### config.mk
export PLATFORM = sky130hd
export DESIGN_NAME = base64_stream_encoder_flat
export DESIGN_NICKNAME = d
export VERILOG_FILES = /design/src/hdl/b64e_pkg.sv /design/src/hdl/b64e_stream_if.sv /design/src/hdl/base64_stream_encoder.sv /design/src/hdl/b64e_front.sv /design/src/hdl/b64e_queue.sv /design/src/hdl/b64e_back.sv /design/src/flat_wrapper.sv
export SDC_FILE = /design/constraint.sdc
export NUM_CORES = 1
export LEC_CHECK = 0
export ABC_AREA = 0
export BUFFER_PORTS_ARGS = -buffer_cell sky130_fd_sc_hd__clkbuf_2
export CORE_UTILIZATION = 25
export CTS_BUF_LIST = sky130_fd_sc_hd__clkbuf_8
export DETAILED_ROUTE_END_ITERATION = 6
export SKIP_LAST_GASP = 1
export SLEW_MARGIN = 20
export SYNTH_ARGS = -nofsm -noshare
export SYNTH_HDL_FRONTEND = slang
export SYNTH_SLANG_ARGS = --single-unit
### constraint.sdc
create_clock -name clk -period 2.9 [get_ports clk]
set_input_delay 0.58 -clock clk [delete_from_list [all_inputs] [get_ports clk]]
set_output_delay 0.58 -clock clk [all_outputs]
set_load 0.05 [all_outputs]
### src/hdl/b64e_pkg.sv
// Shared types, constants and the sextet-to-character map of the Base64 stream encoder.
// Used by every module of the encoder; depends on nothing.

package b64e_pkg;

  localparam int CharW       = 7;
  localparam int SextetW     = 6;
  localparam int MaxChars    = 4;
  localparam int SlotW       = $clog2(MaxChars);
  localparam int QueueDepthDefault = 2;

  localparam logic [1:0] PH_START = 2'd0;
  localparam logic [1:0] PH_ONE   = 2'd1;
  localparam logic [1:0] PH_TWO   = 2'd2;

  localparam logic [SextetW-1:0] LAST_UPPER = 6'd25;
  localparam logic [SextetW-1:0] LAST_LOWER = 6'd51;
  localparam logic [SextetW-1:0] LAST_DIGIT = 6'd61;
  localparam logic [SextetW-1:0] CODE_PLUS  = 6'd62;

  localparam logic [CharW-1:0] CHAR_UPPER_A = 7'h41;
  localparam logic [CharW-1:0] CHAR_LOWER_A = 7'h61;
  localparam logic [CharW-1:0] CHAR_ZERO    = 7'h30;
  localparam logic [CharW-1:0] CHAR_PLUS    = 7'h2B;
  localparam logic [CharW-1:0] CHAR_SLASH   = 7'h2F;
  localparam logic [CharW-1:0] CHAR_PAD     = 7'h3D;

  typedef struct packed {
    logic [MaxChars-1:0][CharW-1:0] chars;
    logic [SlotW-1:0]               last_slot;
    logic                           fin;
  } job_t;

  function automatic logic [CharW-1:0] sextet_char(input logic [SextetW-1:0] v);
    logic [CharW-1:0] w;
    logic [CharW-1:0] r;
    begin
      w = {1'b0, v};
      if (v <= LAST_UPPER) begin
        r = CHAR_UPPER_A + w;
      end else if (v <= LAST_LOWER) begin
        r = CHAR_LOWER_A + w - CharW'(LAST_UPPER + 6'd1);
      end else if (v <= LAST_DIGIT) begin
        r = CHAR_ZERO + w - CharW'(LAST_LOWER + 6'd1);
      end else if (v == CODE_PLUS) begin
        r = CHAR_PLUS;
      end else begin
        r = CHAR_SLASH;
      end
      return r;
    end
  endfunction

endpackage

### src/hdl/b64e_stream_if.sv
// Valid/ready stream interfaces for raw bytes in and Base64 characters out.
// Depends on nothing.

interface b64e_byte_if;
  logic       valid;
  logic       ready;
  logic [7:0] in_byte;
  logic       final_byte;

  modport source (output valid, output in_byte, output final_byte, input ready);
  modport sink (input valid, input in_byte, input final_byte, output ready);
  modport monitor (input valid, input ready, input in_byte, input final_byte);
endinterface

interface b64e_char_if;
  logic       valid;
  logic       ready;
  logic [6:0] out_char;
  logic       run_end;
  logic       message_end;

  modport source (output valid, output out_char, output run_end, output message_end,
                  input ready);
  modport sink (input valid, input out_char, input run_end, input message_end,
                output ready);
  modport monitor (input valid, input ready, input out_char, input run_end,
                   input message_end);
endinterface

### src/hdl/base64_stream_encoder.sv
// Base64 stream encoder top level: front end, job queue and back end.
// Depends on b64e_pkg, the stream interfaces, b64e_front, b64e_queue and b64e_back.

// Raw bytes enter on raw and standard Base64 characters leave on enc, one character per
// cycle while enc.ready is high. A byte is taken at the input whenever the job queue has
// room; on the output it yields one or two characters in a running message, and three or
// four for a final byte that leaves a partial group, which is flushed and padded with '='.
// The sustained rate is therefore set by the back end's single character per cycle. run_end
// marks the last character of each byte and message_end the last character of a byte
// flagged final_byte, after which the next byte starts a fresh group.

module base64_stream_encoder #(
  parameter int QUEUE_DEPTH = b64e_pkg::QueueDepthDefault
) (
  input  logic         clk,
  input  logic         rst,
  b64e_byte_if.sink    raw,
  b64e_char_if.source  enc
);
  import b64e_pkg::*;

  job_t front_job;
  logic front_valid;
  logic front_ready;
  job_t head;
  logic head_valid;
  logic pop;

  b64e_front u_front (
    .clk       (clk),
    .rst       (rst),
    .raw       (raw),
    .job       (front_job),
    .job_valid (front_valid),
    .job_ready (front_ready)
  );

  b64e_queue #(
    .DEPTH (QUEUE_DEPTH)
  ) u_queue (
    .clk        (clk),
    .rst        (rst),
    .push_job   (front_job),
    .push_valid (front_valid),
    .push_ready (front_ready),
    .head       (head),
    .head_valid (head_valid),
    .pop        (pop)
  );

  b64e_back u_back (
    .clk        (clk),
    .rst        (rst),
    .head       (head),
    .head_valid (head_valid),
    .pop        (pop),
    .enc        (enc)
  );

endmodule

### src/hdl/b64e_front.sv
// Front end: accepts raw bytes, tracks the group phase and carried bits, and builds a job
// of up to four characters per byte. Depends on b64e_pkg and b64e_byte_if.

module b64e_front (
  input  logic            clk,
  input  logic            rst,
  b64e_byte_if.sink       raw,
  output b64e_pkg::job_t  job,
  output logic            job_valid,
  input  logic            job_ready
);
  import b64e_pkg::*;

  logic [1:0]         phase;
  logic [1:0]         phase_next;
  logic [SextetW-1:0] carry_bits;
  logic [SextetW-1:0] carry_next;
  logic [SextetW-1:0] first_sextet;
  logic               accept;

  assign job_valid = raw.valid;
  assign raw.ready = job_ready;
  assign accept    = raw.valid && job_ready;

  always_comb begin
    unique case (phase)
      PH_ONE: begin
        first_sextet = carry_bits | SextetW'(raw.in_byte[7:4]);
        carry_next   = {raw.in_byte[3:0], 2'b00};
        phase_next   = PH_TWO;
      end
      PH_TWO: begin
        first_sextet = carry_bits | SextetW'(raw.in_byte[7:6]);
        carry_next   = '0;
        phase_next   = PH_START;
      end
      default: begin
        first_sextet = raw.in_byte[7:2];
        carry_next   = {raw.in_byte[1:0], 4'b0000};
        phase_next   = PH_ONE;
      end
    endcase
  end

  always_comb begin
    job.chars[0] = sextet_char(first_sextet);
    job.chars[1] = (phase == PH_TWO) ? sextet_char(raw.in_byte[5:0])
                                     : sextet_char(carry_next);
    job.chars[2] = CHAR_PAD;
    job.chars[3] = CHAR_PAD;
    job.fin      = raw.final_byte;
    if (phase == PH_TWO) begin
      job.last_slot = SlotW'(1);
    end else if (!raw.final_byte) begin
      job.last_slot = SlotW'(0);
    end else if (phase_next == PH_ONE) begin
      job.last_slot = SlotW'(3);
    end else begin
      job.last_slot = SlotW'(2);
    end
  end

  always_ff @(posedge clk) begin
    if (rst) begin
      phase      <= PH_START;
      carry_bits <= '0;
    end else if (accept) begin
      if (raw.final_byte) begin
        phase      <= PH_START;
        carry_bits <= '0;
      end else begin
        phase      <= phase_next;
        carry_bits <= carry_next;
      end
    end
  end

endmodule

### src/hdl/b64e_queue.sv
// Short job queue between the front and back ends, so that each side stalls on its own.
// Depends on b64e_pkg.

module b64e_queue #(
  parameter int DEPTH = b64e_pkg::QueueDepthDefault
) (
  input  logic            clk,
  input  logic            rst,
  input  b64e_pkg::job_t  push_job,
  input  logic            push_valid,
  output logic            push_ready,
  output b64e_pkg::job_t  head,
  output logic            head_valid,
  input  logic            pop
);
  import b64e_pkg::*;

  localparam int PtrW = (DEPTH > 1) ? $clog2(DEPTH) : 1;
  localparam int CntW = $clog2(DEPTH + 1);

  job_t            entries [DEPTH];
  logic [PtrW-1:0] wr_ptr;
  logic [PtrW-1:0] rd_ptr;
  logic [CntW-1:0] count;
  logic            push;

  assign push_ready = (count != CntW'(DEPTH));
  assign head_valid = (count != '0);
  assign head       = entries[rd_ptr];
  assign push       = push_valid && push_ready;

  always_ff @(posedge clk) begin
    if (push) begin
      entries[wr_ptr] <= push_job;
    end
  end

  always_ff @(posedge clk) begin
    if (rst) begin
      wr_ptr <= '0;
      rd_ptr <= '0;
      count  <= '0;
    end else begin
      if (push) begin
        wr_ptr <= (wr_ptr == PtrW'(DEPTH - 1)) ? '0 : wr_ptr + PtrW'(1);
      end
      if (pop) begin
        rd_ptr <= (rd_ptr == PtrW'(DEPTH - 1)) ? '0 : rd_ptr + PtrW'(1);
      end
      if (push && !pop) begin
        count <= count + CntW'(1);
      end else if (pop && !push) begin
        count <= count - CntW'(1);
      end
    end
  end

endmodule

### src/hdl/b64e_back.sv
// Back end: walks the job at the queue head a character a cycle while enc.ready is high, and
// marks the end of each byte's run and of the message. Depends on b64e_pkg and b64e_char_if.

module b64e_back (
  input  logic            clk,
  input  logic            rst,
  input  b64e_pkg::job_t  head,
  input  logic            head_valid,
  output logic            pop,
  b64e_char_if.source     enc
);
  import b64e_pkg::*;

  logic [SlotW-1:0] slot;
  logic             last;
  logic             fire;

  assign last            = (slot == head.last_slot);
  assign fire            = head_valid && enc.ready;
  assign pop             = fire && last;
  assign enc.valid       = head_valid;
  assign enc.out_char    = head.chars[slot];
  assign enc.run_end     = last;
  assign enc.message_end = last && head.fin;

  always_ff @(posedge clk) begin
    if (rst) begin
      slot <= '0;
    end else if (pop) begin
      slot <= '0;
    end else if (fire) begin
      slot <= slot + SlotW'(1);
    end
  end

endmodule

### src/flat_wrapper.sv
// flat-port wrapper written by rule: the top's interface ports become plain ports
module base64_stream_encoder_flat import b64e_pkg::*;
#(
  parameter int QUEUE_DEPTH = b64e_pkg::QueueDepthDefault
)
  (clk, rst, raw_valid, raw_in_byte, raw_final_byte, raw_ready, enc_valid, enc_out_char, enc_run_end, enc_message_end, enc_ready);
  b64e_byte_if raw_i ();
  b64e_char_if enc_i ();
  input  logic clk;
  input  logic rst;
  input wire logic [$bits(raw_i.valid)-1:0] raw_valid;
  input wire logic [$bits(raw_i.in_byte)-1:0] raw_in_byte;
  input wire logic [$bits(raw_i.final_byte)-1:0] raw_final_byte;
  output wire logic [$bits(raw_i.ready)-1:0] raw_ready;
  output wire logic [$bits(enc_i.valid)-1:0] enc_valid;
  output wire logic [$bits(enc_i.out_char)-1:0] enc_out_char;
  output wire logic [$bits(enc_i.run_end)-1:0] enc_run_end;
  output wire logic [$bits(enc_i.message_end)-1:0] enc_message_end;
  input wire logic [$bits(enc_i.ready)-1:0] enc_ready;
  assign raw_i.valid = raw_valid;
  assign raw_i.in_byte = raw_in_byte;
  assign raw_i.final_byte = raw_final_byte;
  assign raw_ready = raw_i.ready;
  assign enc_valid = enc_i.valid;
  assign enc_out_char = enc_i.out_char;
  assign enc_run_end = enc_i.run_end;
  assign enc_message_end = enc_i.message_end;
  assign enc_i.ready = enc_ready;
  base64_stream_encoder #(.QUEUE_DEPTH(QUEUE_DEPTH)) u_core (.clk(clk), .rst(rst), .raw(raw_i), .enc(enc_i));
endmodule
==> impl_metrics.toml <==
[outcome]
outcome = "finished clean"

[power_and_ir_drop]
leakagePower_uw = 0.00136
p_per_area_mw_per_mm2 = 672
peakVddDrop_mv = 0.195
power_uw = 2460

[global_route]
antenna_found_initial = 0
grt_pass1_wl_um = 11200
first_global_vias = 2251
grt_start_max_net_pins = 20
grt_overflow = 0
grt_util_all_layers_pct = 10.8

[placed_design]
pre_cts_ws_ns = 0.180
place.gp.congestion = 0.879
hpwl_um = 5260
port_buffers = 23

[sta]
whs_ns = 0.508
setup-tns-final_ns = 0
period_minus_slack_ns = 2.68
finalMaxSlewViolations = 0
clock-skew-final_ns = 0.0154
rsz0062_at_grt = "no"
fmax_mhz = 373
setup_violations = 0
hold_violations = 0
period_share_pct = 92.3
relSlewSlack_pct = 63.4
tightestPinTransition_ns = 0.543
fin_ws_ns = 0.222

[worst_setup_path]
r2r-start = "u_core.u_front.phase[1]"
cp_max_fo = 6
worstSetupStartpointType = "flop"
rr_worst_depth = 12
endpoint_kind = "output pin"
reg2reg_slack_ns = 0.26
critPathCapture = "enc_out_char[0]"
critPathKind = "reg -> out"
cp.required_ns = 2.32
critPathArrivalTime_ns = 2.10
r2r_end = "u_core.u_queue.entries[0][6]"

[clock_tree]
cts_root_buf = "clkbuf_8"
cts_buffers = 5
clockBufferDepth = 2
hold_buffers = 0
clk_latency_ns = 0.30
htreeDepth = 2
post_cts_buffers = 0
numClockSinks = 47
cts_tree = "done"
clk_pin_slew_ns = 0.10

[cells_and_area]
fin_nets = 386
fin_util_pct = 30.1
final_common_cell = "edfxtp_1"
area_delta_synth_final_pct = 15.6
drive_above_1_share_pct = 21.9
final_cell_mix = "34 x edfxtp_1, 30 x a21oi_1, 27 x nor2_1"
diodes = 0

[detailed_routing]
post-route-drc-count = 0
drt_wl_total_um = 6830
wl_per_cell_um = 13.1
ant_nets = 0
viasPerCell = 4.77
vias = 2482
drtIter0Drc = 182
first_pass_iters = 5

[run]
drv_cap = 0

[worst_hold_path]
holdCritPathClass = "reg -> reg"
hold_depth = 2

[synthesis]
synth_edf_count = 34
synth_area_per_cell_um2 = 9.92
synth_nets = 354
yosysSeqAreaShare_pct = 40.5
synth_ff_type = "edfxtp_1"
ys_ff_latch = 47
ys_warn_count = 0
synthesis.area_mm2 = 0.00317
synth-async-reset-ratio_pct = 0
synth_cell_types = 60
synth_cells = 319

[die]
die_w_um = 115
dieArea_mm2 = 0.0131
core_mm2 = 0.0122
num_io_pins = 24
rows = 40
die_h_um = 115
start_util_pct = 26.0
sequential cells by signal (all words and copies together) (netlist names), named ones only:
register / count
u_core.u_queue.entries: 34
u_core.u_front.carry_bits: 4
u_core.u_back.slot: 2
u_core.u_front.phase: 2
u_core.u_queue.count: 2
u_core.u_queue.rd_ptr: 1
u_core.u_queue.wr_ptr: 1
stage by stage:
step	area [um^2]	instances
after CTS	3640	520
after detailed placement	3540	512
after global routing	3660	520
final	3660	520
after floorplan	3170	319
after global placement	3540	512
what timing repair did:
action	in CTS	in global routing
resized for setup	0	4
setup endpoints to repair	0	14
hold endpoints to repair	0	0
per-layer routing:
metal	GRT usage, %	routed length, um	vias up
met5	0	0	-
li1	-	-	1244
met2	17.9	3200	59
met1	14.5	3320	1173
met4	3.20	85	0
met3	1.59	228	6
worst min path at each step:
stage / from / endpoint / slack, ns
finish: u_core.u_front.carry_bits[5] / u_core.u_front.carry_bits[5] / 0.51
floorplan: u_core.u_front.carry_bits[4] / u_core.u_front.carry_bits[4] / 0.45
detailed placement: u_core.u_front.carry_bits[5] / u_core.u_front.carry_bits[5] / 0.49
global placement: u_core.u_front.carry_bits[5] / u_core.u_front.carry_bits[5] / 0.47
global route: u_core.u_queue.count[1] / u_core.u_queue.count[1] / 0.52
CTS: u_core.u_front.carry_bits[5] / u_core.u_front.carry_bits[5] / 0.51
power breakdown:
| part | switching, uW | internal [uW] | leakage [uW] |
|---|---|---|---|
| logic | 720 | 386 | 0.000904 |
| clock network | 239 | 179 | 0.0000467 |
| registers | 67.2 | 865 | 0.000413 |
final cells by class:
class                           count  area [um^2]
Clock buffer                        5         68.8
Clock inverter                      3         27.5
Fill cell                        1263         8500
Inverter                           21         78.8
Multi-Input combinational cell    235         1740
Sequential cell                    47         1280
Tap cell                          168          210
Timing Repair Buffer               41          250
synth_stat cells (all sizes together), types with 3 or more instances:
master	number	area, um^2
nand4	3	18.8
or3	4	25.0
nand2	23	86.3
or2	7	43.8
a21oi	31	155
inv	21	78.8
a21o	3	22.5
a211oi	4	30.0
buf	9	60.1
o211ai	3	22.5
mux4	7	158
nand3	6	30.0
clkbuf	7	26.3
dfxtp	13	260
xnor2	6	52.6
nor2	27	101
o31ai	3	22.5
ha	22	275
mux2i	5	50.1
xor2	5	43.8
a31oi	6	58.8
o21ai	21	150
nor3	13	65.1
nor2b	5	33.8
edfxtp	34	1020
cells by family (layout without fill, tap and decap cells):
| logic type | count (synthesis) | in the layout | share of synthesized area, % |
|---|---|---|---|
| adder cells (fa/ha/maj) | 22 | 22 | 8.70 |
| AO/OA/AOI/OAI | 92 | 92 | 20.7 |
| XOR/XNOR | 11 | 11 | 3.04 |
| AND/OR/NAND/NOR | 98 | 98 | 15.3 |
| buffers and inverters | 37 | 70 | 5.22 |
| flip-flops | 47 | 47 | 40.5 |
| multiplexers | 12 | 12 | 6.56 |
critical path, stage by stage (launching register included):
cell and delay (ns):
dfxtp_1 0.55, buf_4 0.24, mux4_2 0.50, or2_2 0.29
clkbuf_2 0.24
Power figures use the tool's default switching activity.
